File: src/hdl/pkd_pkg.sv
package pkd_pkg;

    // Field widths of the request and result items.
    localparam int C_VALUE_W     = 64;
    localparam int C_PREC_W      = 5;
    localparam int C_NIB_W       = 4;
    localparam int C_BYTE_W      = 8;
    localparam int C_POS_W       = 4;
    localparam int C_IN_DATA_W   = 80;
    localparam int C_OUT_DATA_W  = 16;
    localparam int C_CFG_IDX_W   = 2;

    // Signed nibble cursor: covers the top nibble down past the sign nibble.
    localparam int C_CUR_W = 7;

    // Parameter defaults.
    localparam int C_MAX_PRECISION = 31;
    localparam int C_VALUE_WIDTH   = 64;

    // Register indexes and reset values.
    localparam logic [C_CFG_IDX_W-1:0] C_REG_PLUS  = 2'd0;
    localparam logic [C_CFG_IDX_W-1:0] C_REG_MINUS = 2'd1;
    localparam logic [C_NIB_W-1:0]     C_PLUS_RST  = 4'd12;
    localparam logic [C_NIB_W-1:0]     C_MINUS_RST = 4'd13;

    typedef enum logic [1:0] {
        OP_HOLD,
        OP_CLEAR,
        OP_DABBLE,
        OP_SHIFT
    } t_cell_op;

    typedef struct packed {
        t_cell_op              op;
        logic [C_PREC_W-1:0]   avail;
    } t_cell_ctrl;

    typedef enum logic [2:0] {
        S_IDLE,
        S_CONV,
        S_CHECK,
        S_ALIGN,
        S_NIB_HI,
        S_NIB_LO
    } t_state;

endpackage

File: src/hdl/integer_to_packed_decimal.sv
// Converts a signed integer to packed decimal with a trailing sign nibble.
// A request carries value, precision and scale; the block answers with
// precision/2+1 bytes, most significant first, tlast on the byte that holds
// the sign, and tuser set on every byte when the integral digits do not fit
// (the bytes are then zero digits with the plus sign). The conversion runs
// through a row of N_DIGITS BCD digit cells (20 for a 64-bit value), one bit
// of the magnitude per cycle. A request is taken, converted, checked for
// overflow, and its digits are shifted to line up with the scale; each result
// byte is then built in a high-nibble and a low-nibble step, and the
// low-nibble step waits while the result side holds tready low. The next
// request is taken once the last byte has entered the output register.
module integer_to_packed_decimal import pkd_pkg::*; #(
    parameter int MAX_PRECISION = C_MAX_PRECISION,
    parameter int VALUE_WIDTH   = C_VALUE_WIDTH
) (
    input  logic                     i_clk,
    input  logic                     i_rst_n,
    // value [63:0], precision [68:64], scale [73:69], zero fill above
    input  logic [C_IN_DATA_W-1:0]   i_s_tdata,
    input  logic                     i_s_tvalid,
    output logic                     o_s_tready,
    // packed_byte [7:0], byte_position [11:8], zero fill above
    output logic [C_OUT_DATA_W-1:0]  o_m_tdata,
    // overflow [0]
    output logic                     o_m_tuser,
    output logic                     o_m_tlast,
    output logic                     o_m_tvalid,
    input  logic                     i_m_tready,
    input  logic                     i_cfg_valid,
    output logic                     o_cfg_ready,
    input  logic [C_CFG_IDX_W-1:0]   i_cfg_index,
    input  logic [C_NIB_W-1:0]       i_cfg_data
);

    localparam int N_DIGITS = (VALUE_WIDTH * 30103) / 100000 + 1;
    localparam int CNT_W    = $clog2(VALUE_WIDTH);

    t_state                    r_state, n_state;
    logic [C_NIB_W-1:0]        r_plus, r_minus;
    logic [VALUE_WIDTH-1:0]    r_mag, n_mag;
    logic                      r_neg, n_neg;
    logic [C_PREC_W-1:0]       r_prec, n_prec;
    logic [C_PREC_W-1:0]       r_scale, n_scale;
    logic [CNT_W-1:0]          r_cnt, n_cnt;
    logic                      r_ovf, n_ovf;
    logic signed [C_CUR_W-1:0] r_e, n_e;
    logic signed [C_CUR_W-1:0] r_t, n_t;
    logic [C_POS_W-1:0]        r_byte, n_byte;
    logic [C_NIB_W-1:0]        r_hi, n_hi;

    logic                      r_out_valid, n_out_valid;
    logic [C_BYTE_W-1:0]       r_out_byte, n_out_byte;
    logic [C_POS_W-1:0]        r_out_pos, n_out_pos;
    logic                      r_out_last, n_out_last;
    logic                      r_out_ovf, n_out_ovf;

    t_cell_ctrl                w_ctrl;
    t_cell_op                  w_op;
    logic [C_PREC_W-1:0]       w_avail;
    logic [C_NIB_W-1:0]        w_digit  [N_DIGITS];
    logic                      w_carry  [N_DIGITS];
    logic [N_DIGITS-1:0]       w_excess;

    logic [VALUE_WIDTH-1:0]    w_raw;
    logic [C_PREC_W-1:0]       w_in_prec;
    logic [C_PREC_W-1:0]       w_in_scale;
    logic                      w_slot_free;
    logic                      w_last;
    logic [C_NIB_W-1:0]        w_top;
    logic [C_NIB_W-1:0]        w_sign;
    logic [C_PREC_W-1:0]       w_top_nib;

    assign w_raw      = i_s_tdata[VALUE_WIDTH-1:0];
    assign w_in_prec  = i_s_tdata[C_VALUE_W +: C_PREC_W];
    assign w_in_scale = i_s_tdata[C_VALUE_W + C_PREC_W +: C_PREC_W];

    assign w_slot_free = !r_out_valid || i_m_tready;
    assign w_last      = (r_byte == r_prec[C_PREC_W-1:1]);
    assign w_top       = w_digit[N_DIGITS-1];
    assign w_sign      = (r_neg && !r_ovf) ? r_minus : r_plus;
    assign w_top_nib   = {r_prec[C_PREC_W-1:1], 1'b1};

    assign w_avail = (r_prec >= r_scale) ? r_prec - r_scale : '0;

    always_comb begin
        w_ctrl.op    = w_op;
        w_ctrl.avail = w_avail;
    end

    // Digit row: cell 0 holds the units digit and takes the magnitude's MSB.
    for (genvar g = 0; g < N_DIGITS; g++) begin : g_cell
        logic               w_cin;
        logic [C_NIB_W-1:0] w_din;
        if (g == 0) begin : g_first
            assign w_cin = r_mag[VALUE_WIDTH-1];
            assign w_din = '0;
        end else begin : g_rest
            assign w_cin = w_carry[g-1];
            assign w_din = w_digit[g-1];
        end
        pkd_digit_cell #(
            .CELL_INDEX (g)
        ) u_cell (
            .i_clk    (i_clk),
            .i_ctrl   (w_ctrl),
            .i_carry  (w_cin),
            .i_digit  (w_din),
            .o_carry  (w_carry[g]),
            .o_digit  (w_digit[g]),
            .o_excess (w_excess[g])
        );
    end

    always_comb begin
        n_state     = r_state;
        n_mag       = r_mag;
        n_neg       = r_neg;
        n_prec      = r_prec;
        n_scale     = r_scale;
        n_cnt       = r_cnt;
        n_ovf       = r_ovf;
        n_e         = r_e;
        n_t         = r_t;
        n_byte      = r_byte;
        n_hi        = r_hi;
        n_out_byte  = r_out_byte;
        n_out_pos   = r_out_pos;
        n_out_last  = r_out_last;
        n_out_ovf   = r_out_ovf;
        n_out_valid = r_out_valid && !i_m_tready;
        w_op        = OP_HOLD;
        o_s_tready  = 1'b0;

        unique case (r_state)
            S_IDLE: begin
                o_s_tready = 1'b1;
                if (i_s_tvalid) begin
                    n_neg   = w_raw[VALUE_WIDTH-1];
                    n_mag   = w_raw[VALUE_WIDTH-1] ? '0 - w_raw : w_raw;
                    n_prec  = (w_in_prec > C_PREC_W'(MAX_PRECISION)) ?
                              C_PREC_W'(MAX_PRECISION) : w_in_prec;
                    n_scale = w_in_scale;
                    n_cnt   = CNT_W'(VALUE_WIDTH - 1);
                    w_op    = OP_CLEAR;
                    n_state = S_CONV;
                end
            end
            S_CONV: begin
                w_op  = OP_DABBLE;
                n_mag = {r_mag[VALUE_WIDTH-2:0], 1'b0};
                n_cnt = r_cnt - 1'b1;
                if (r_cnt == '0) begin
                    n_state = S_CHECK;
                end
            end
            S_CHECK: begin
                n_ovf   = |w_excess;
                n_e     = $signed({2'b00, w_top_nib}) - $signed({2'b00, r_scale})
                          - C_CUR_W'(1);
                n_t     = C_CUR_W'(N_DIGITS - 1);
                n_byte  = '0;
                n_state = S_ALIGN;
            end
            S_ALIGN: begin
                // The top cell is brought down to the digit that the first
                // nibble needs; digits shifted out are zero unless overflow.
                if (r_ovf || r_e < 0) begin
                    w_op    = OP_CLEAR;
                    n_t     = r_e;
                    n_state = S_NIB_HI;
                end else if (r_t > r_e) begin
                    w_op = OP_SHIFT;
                    n_t  = r_t - C_CUR_W'(1);
                end else begin
                    n_state = S_NIB_HI;
                end
            end
            S_NIB_HI: begin
                if (r_e == r_t) begin
                    n_hi = w_top;
                    w_op = OP_SHIFT;
                    n_t  = r_t - C_CUR_W'(1);
                end else begin
                    n_hi = '0;
                end
                n_e     = r_e - C_CUR_W'(1);
                n_state = S_NIB_LO;
            end
            S_NIB_LO: begin
                if (w_slot_free) begin
                    n_out_valid = 1'b1;
                    n_out_pos   = r_byte;
                    n_out_last  = w_last;
                    n_out_ovf   = r_ovf;
                    if (w_last) begin
                        n_out_byte = {r_hi, w_sign};
                        n_state    = S_IDLE;
                    end else begin
                        if (r_e == r_t) begin
                            n_out_byte = {r_hi, w_top};
                            w_op       = OP_SHIFT;
                            n_t        = r_t - C_CUR_W'(1);
                        end else begin
                            n_out_byte = {r_hi, {C_NIB_W{1'b0}}};
                        end
                        n_e     = r_e - C_CUR_W'(1);
                        n_byte  = r_byte + 1'b1;
                        n_state = S_NIB_HI;
                    end
                end
            end
            default: begin
                n_state = S_IDLE;
            end
        endcase
    end

    always_ff @(posedge i_clk) begin
        if (!i_rst_n) begin
            r_state     <= S_IDLE;
            r_out_valid <= 1'b0;
        end else begin
            r_state     <= n_state;
            r_out_valid <= n_out_valid;
        end
    end

    always_ff @(posedge i_clk) begin
        r_mag      <= n_mag;
        r_neg      <= n_neg;
        r_prec     <= n_prec;
        r_scale    <= n_scale;
        r_cnt      <= n_cnt;
        r_ovf      <= n_ovf;
        r_e        <= n_e;
        r_t        <= n_t;
        r_byte     <= n_byte;
        r_hi       <= n_hi;
        r_out_byte <= n_out_byte;
        r_out_pos  <= n_out_pos;
        r_out_last <= n_out_last;
        r_out_ovf  <= n_out_ovf;
    end

    // Sign code registers; writes to unknown indexes are dropped.
    always_ff @(posedge i_clk) begin
        if (!i_rst_n) begin
            r_plus  <= C_PLUS_RST;
            r_minus <= C_MINUS_RST;
        end else if (i_cfg_valid) begin
            unique case (i_cfg_index)
                C_REG_PLUS:  r_plus  <= i_cfg_data;
                C_REG_MINUS: r_minus <= i_cfg_data;
                default: begin
                end
            endcase
        end
    end

    assign o_cfg_ready = 1'b1;
    assign o_m_tvalid  = r_out_valid;
    assign o_m_tdata   = {{(C_OUT_DATA_W - C_BYTE_W - C_POS_W){1'b0}}, r_out_pos, r_out_byte};
    assign o_m_tlast   = r_out_last;
    assign o_m_tuser   = r_out_ovf;

endmodule

File: src/hdl/pkd_digit_cell.sv
module pkd_digit_cell import pkd_pkg::*; #(
    parameter int CELL_INDEX = 0
) (
    input  logic               i_clk,
    input  t_cell_ctrl         i_ctrl,
    input  logic               i_carry,
    input  logic [C_NIB_W-1:0] i_digit,
    output logic               o_carry,
    output logic [C_NIB_W-1:0] o_digit,
    output logic               o_excess
);

    localparam logic [C_PREC_W:0] L_INDEX = (C_PREC_W+1)'(CELL_INDEX);

    logic [C_NIB_W-1:0] r_digit;
    logic [C_NIB_W-1:0] n_digit;
    logic [C_NIB_W-1:0] w_adj;

    // Add three before the doubling so that the digit carries at ten.
    assign w_adj   = (r_digit >= 4'd5) ? r_digit + 4'd3 : r_digit;
    assign o_carry = w_adj[C_NIB_W-1];
    assign o_digit = r_digit;

    // A nonzero digit at or above the integral room is an overflow.
    assign o_excess = (r_digit != '0) && (L_INDEX >= {1'b0, i_ctrl.avail});

    always_comb begin
        unique case (i_ctrl.op)
            OP_HOLD:   n_digit = r_digit;
            OP_CLEAR:  n_digit = '0;
            OP_DABBLE: n_digit = {w_adj[C_NIB_W-2:0], i_carry};
            OP_SHIFT:  n_digit = i_digit;
            default:   n_digit = r_digit;
        endcase
    end

    always_ff @(posedge i_clk) begin
        r_digit <= n_digit;
    end

endmodule

File: config.mk
export PLATFORM = sky130hd
export DESIGN_NAME = integer_to_packed_decimal
export DESIGN_NICKNAME = d
export VERILOG_FILES = /design/src/hdl/pkd_pkg.sv /design/src/hdl/integer_to_packed_decimal.sv /design/src/hdl/pkd_digit_cell.sv
export SDC_FILE = /design/constraint.sdc
export NUM_CORES = 1
export LEC_CHECK = 0
export ABC_AREA = 1
export BUFFER_PORTS_ARGS = -buffer_cell sky130_fd_sc_hd__buf_2
export CAP_MARGIN = 5
export CORE_ASPECT_RATIO = 0.9
export CORE_MARGIN = 4
export CORE_UTILIZATION = 30
export CTS_CLUSTER_DIAMETER = 120
export DETAILED_ROUTE_END_ITERATION = 6
export GPL_ROUTABILITY_DRIVEN = 1
export PLACE_DENSITY = 0.49
export SLEW_MARGIN = 10
export SYNTH_ARGS = -nofsm -noshare
export SYNTH_HDL_FRONTEND = slang
export SYNTH_SLANG_ARGS = --single-unit
export TNS_END_PERCENT = 20
File: constraint.sdc
create_clock -name i_clk -period 12 [get_ports i_clk]
set_input_delay 0.6 -clock i_clk [delete_from_list [all_inputs] [get_ports i_clk]]
set_output_delay 0.6 -clock i_clk [all_outputs]
set_load 0.01 [all_outputs]
==> impl_metrics.py <==
metrics = {
    "yosys": {
        "ys_seq_elements": 210,
        "ys_async_sr_fraction_pct": 0,
        "avgSynthCellArea_um2": 7.90,
        "synth_cells": 1836,
        "yosysWarnings": 0,
        "synth_area_um2": 14500,
        "yosys.cell_types.count": 52,
        "ys_seq_area_share_pct": 42.7,
        "synthTopCellsByCount": "483 x nand2_1, 216 x inv_1, 198 x edfxtp_1",
        "synth_ff_type": "edfxtp_1",
        "synth_top_area_cell": "edfxtp_1",
        "synth_top_area_share_pct": 41.0,
        "synthTopCellsByArea": "edfxtp_1 41%, nand2_1 13%, ha_1 6.8%",
        "yosysMostFrequentCell": "nand2_1",
        "synth_edf_count": 198,
    },
    "die": {
        "num_rows": 76,
        "fp.dieW_um": 240,
        "fp.dieArea_um2": 51900,
        "coreArea_um2": 47800,
        "io-pin-count": 112,
        "initial_core_util_pct": 30.3,
        "fp.dieH_um": 217,
    },
    "critical_path": {
        "worst-r2r-setup-slack_ns": 8.19,
        "critPathKind": "reg2reg",
        "regToRegEndpoint": "g_cell[19].u_cell.o_digit[3]",
        "r2r_cells": 10,
        "end_kind": "register",
        "crit_path_frequent_cell": "nand2_1",
        "crit_chain": "ha_1 -> a21oi_1 -> o21ai_1 -> nand2_1 -> nand2_1 -> nand2_1 -> nand4_2 -> nand3_4 -> or2_4 -> buf_4",
        "crit_fanout": 77,
        "cpPeakStageDelay_ns": 0.76,
        "crit_arrival_ns": 3.97,
        "worst-endpoint-required_ns": 12.16,
        "slowest_stage": "buf_4",
        "regToRegStartpoint": "r_t[2]",
        "endpoint": "g_cell[19].u_cell.o_digit[3]",
        "cp-start-kind": "register",
        "startpoint": "r_t[2]",
    },
    "drt": {
        "drt-total-wl_um": 38100,
        "dr.pass1.iters": 5,
        "ant_nets": 0,
        "drcViolationCount": 0,
        "routedWlPerCell_um": 14.9,
        "dr.first_iter.drc_count": 848,
        "vias_per_cell": 4.82,
        "vias": 12311,
    },
    "finish": {
        "area_growth_pct": 13.3,
        "drive_gt1_share_pct": 10.2,
        "antennaDiodeCount": 0,
        "fin_nets": 2084,
        "fill_cells": 5010,
        "multi_input_area_um2": 7150,
        "seqCellArea_um2": 6190,
        "finalNonFillerCells": 2553,
    },
    "sta": {
        "tightestPinTransition_ns": 1.04,
        "timing.fmax_ghz": 0.263,
        "rsz0062_at_grt": "false",
        "slew_headroom_pct": 30.1,
        "hold_viol": 0,
        "fin_worst_skew_ns": 0.0102,
        "setup_viol": 0,
        "min_period_ns": 3.81,
        "finalMaxSlewViolations": 0,
        "post-route-period-util_pct": 31.7,
        "tns_ns": 0,
    },
    "clock_network": {
        "cts_root_buffer": "clkbuf_16",
        "cts.hold.buffers_added": 0,
        "worstSkewPairLatency_ns": 0.54,
        "path_clk_slew_ns": 0.06,
        "cts_buffer_depth": 3,
        "htreeDepth": 1,
        "cts.sinks": 210,
        "cts_setup_buffers": 0,
        "cts_tree": "yes",
        "ctsResizeCount": 0,
        "cts-buffers-inserted": 25,
    },
    "global_route": {
        "grt_max_degree": 104,
        "grt_pass1_vias": 11951,
        "track_usage_pct": 14.5,
        "grt_first_pass_wirelength_um": 62100,
        "grt_overflow": 0,
        "antenna_found_initial": 0,
    },
    "pwr": {
        "power_density_nw_per_um2": 242,
        "irDropWorstVdd_mv": 0.142,
        "cellLeakagePower_nw": 7.15,
    },
    "status": {
        "status": "finished clean",
    },
    "run": {
        "maxCapViolCount": 0,
    },
    "placement": {
        "routabilityCongestion": 0.908,
        "port_buffers": 100,
        "dp_hpwl_um": 27200,
        "dpl.cell_count": 2509,
    },
    "min_path": {
        "hold_path_class": "in2reg",
    },
}
==> sequential cells by signal, summed over array words and instances (netlist names), 3 cells and up <==
| signal | cells |
|---|---|
| r_prec | 5 |
| r_scale | 5 |
| r_state | 3 |
| r_hi | 4 |
| r_byte | 4 |
| r_e | 7 |
| r_out_byte | 8 |
| r_out_pos | 4 |
| g_cell.u_cell.o_digit | 80 |
| r_t | 7 |
| r_minus | 4 |
| r_mag | 64 |
| r_plus | 4 |
| r_cnt | 6 |
==> worst max-delay path, delay by kind of cell (launching register included) <==
family	cells	cell delay, ns
compound gates	2	0.22
fa+ha+maj	1	0.37
buf+inv	1	0.76
flops	1	0.45
simple gates	6	1.49
==> layout by cell type (no fill, tap or decap), types with 7 or more instances in the layout <==
| master | instances |
|---|---|
| o211ai_1 | 35 |
| nand3b_1 | 8 |
| clkbuf_16 | 28 |
| a31oi_1 | 10 |
| nand2_2 | 10 |
| ha_1 | 79 |
| dfxtp_1 | 12 |
| a21oi_1 | 52 |
| a211o_1 | 8 |
| nand3_1 | 193 |
| o21ai_0 | 101 |
| or2_2 | 13 |
| edfxtp_1 | 198 |
| xor2_1 | 50 |
| xnor2_1 | 14 |
| inv_1 | 216 |
| nand2_1 | 481 |
| buf_2 | 100 |
| nor3_1 | 15 |
| buf_4 | 7 |
| nor2_1 | 178 |
| o21ai_1 | 8 |
| nand4_1 | 32 |
==> through the flow <==
stage	setup slack, ns	hold slack (ns)	utilization (%)	power [mW]	cell area (µm²)
floorplan	8.21	0.400	-	2.74	14500
global placement	8.18	0.407	32.4	3.13	15500
detailed placement	8.20	0.408	32.4	3.17	15500
CTS	8.16	0.212	34.3	4.04	16400
global route	7.90	0.218	34.3	4.35	16400
finish	8.19	0.242	34.3	3.98	16400
==> where the power goes <==
group	leakage (nW)	internal (mW)	switching [mW]	total, mW
logic	4.71	0.512	1.12	1.63
clock network	0.438	0.526	0.317	0.842
registers	2.01	1.29	0.211	1.50
total	7.15	2.33	1.65	3.98
==> worst min path at each step <==
| stage | from | end | cells after the start |
|---|---|---|---|
| finish | i_s_tdata[72] | r_scale[3] | 1 |
| global route | i_s_tdata[72] | r_scale[3] | 1 |
| CTS | i_s_tdata[72] | r_scale[3] | 1 |
| detailed placement | r_hi[0] | r_out_byte[4] | 0 |
| global placement | r_hi[1] | r_out_byte[5] | 0 |
| floorplan | r_hi[0] | r_out_byte[4] | 0 |
==> area by class of cell <==
class / instances / area share [%]
Multi-Input combinational cell: 1343 / 43.5
Inverter: 225 / 5.16
Tap cell: 624 / 4.75
Sequential cell: 210 / 37.7
Timing Repair Buffer: 107 / 3.37
Clock inverter: 9 / 0.952
Clock buffer: 35 / 4.61
==> logic make-up after synthesis <==
kind of cell	Yosys count	synth area share [%]
xor+xnor	64	3.87
compound gates	237	9.50
flops	210	42.7
simple gates	956	28.6
fa+ha+maj	81	7.09
other cells	2	0.0518
buf+inv	286	8.21
==> routing by layer <==
metal / GRT usage (%) / up-vias / part of all wire, %
li1: - / 6266 / -
met1: 20.3 / 5747 / 48
met2: 23.7 / 261 / 46
met3: 2.37 / 37 / 4.7
met4: 2.81 / 0 / 1.5
met5: 0 / - / 0
No activity file was read; power rests on OpenSTA's default activity.
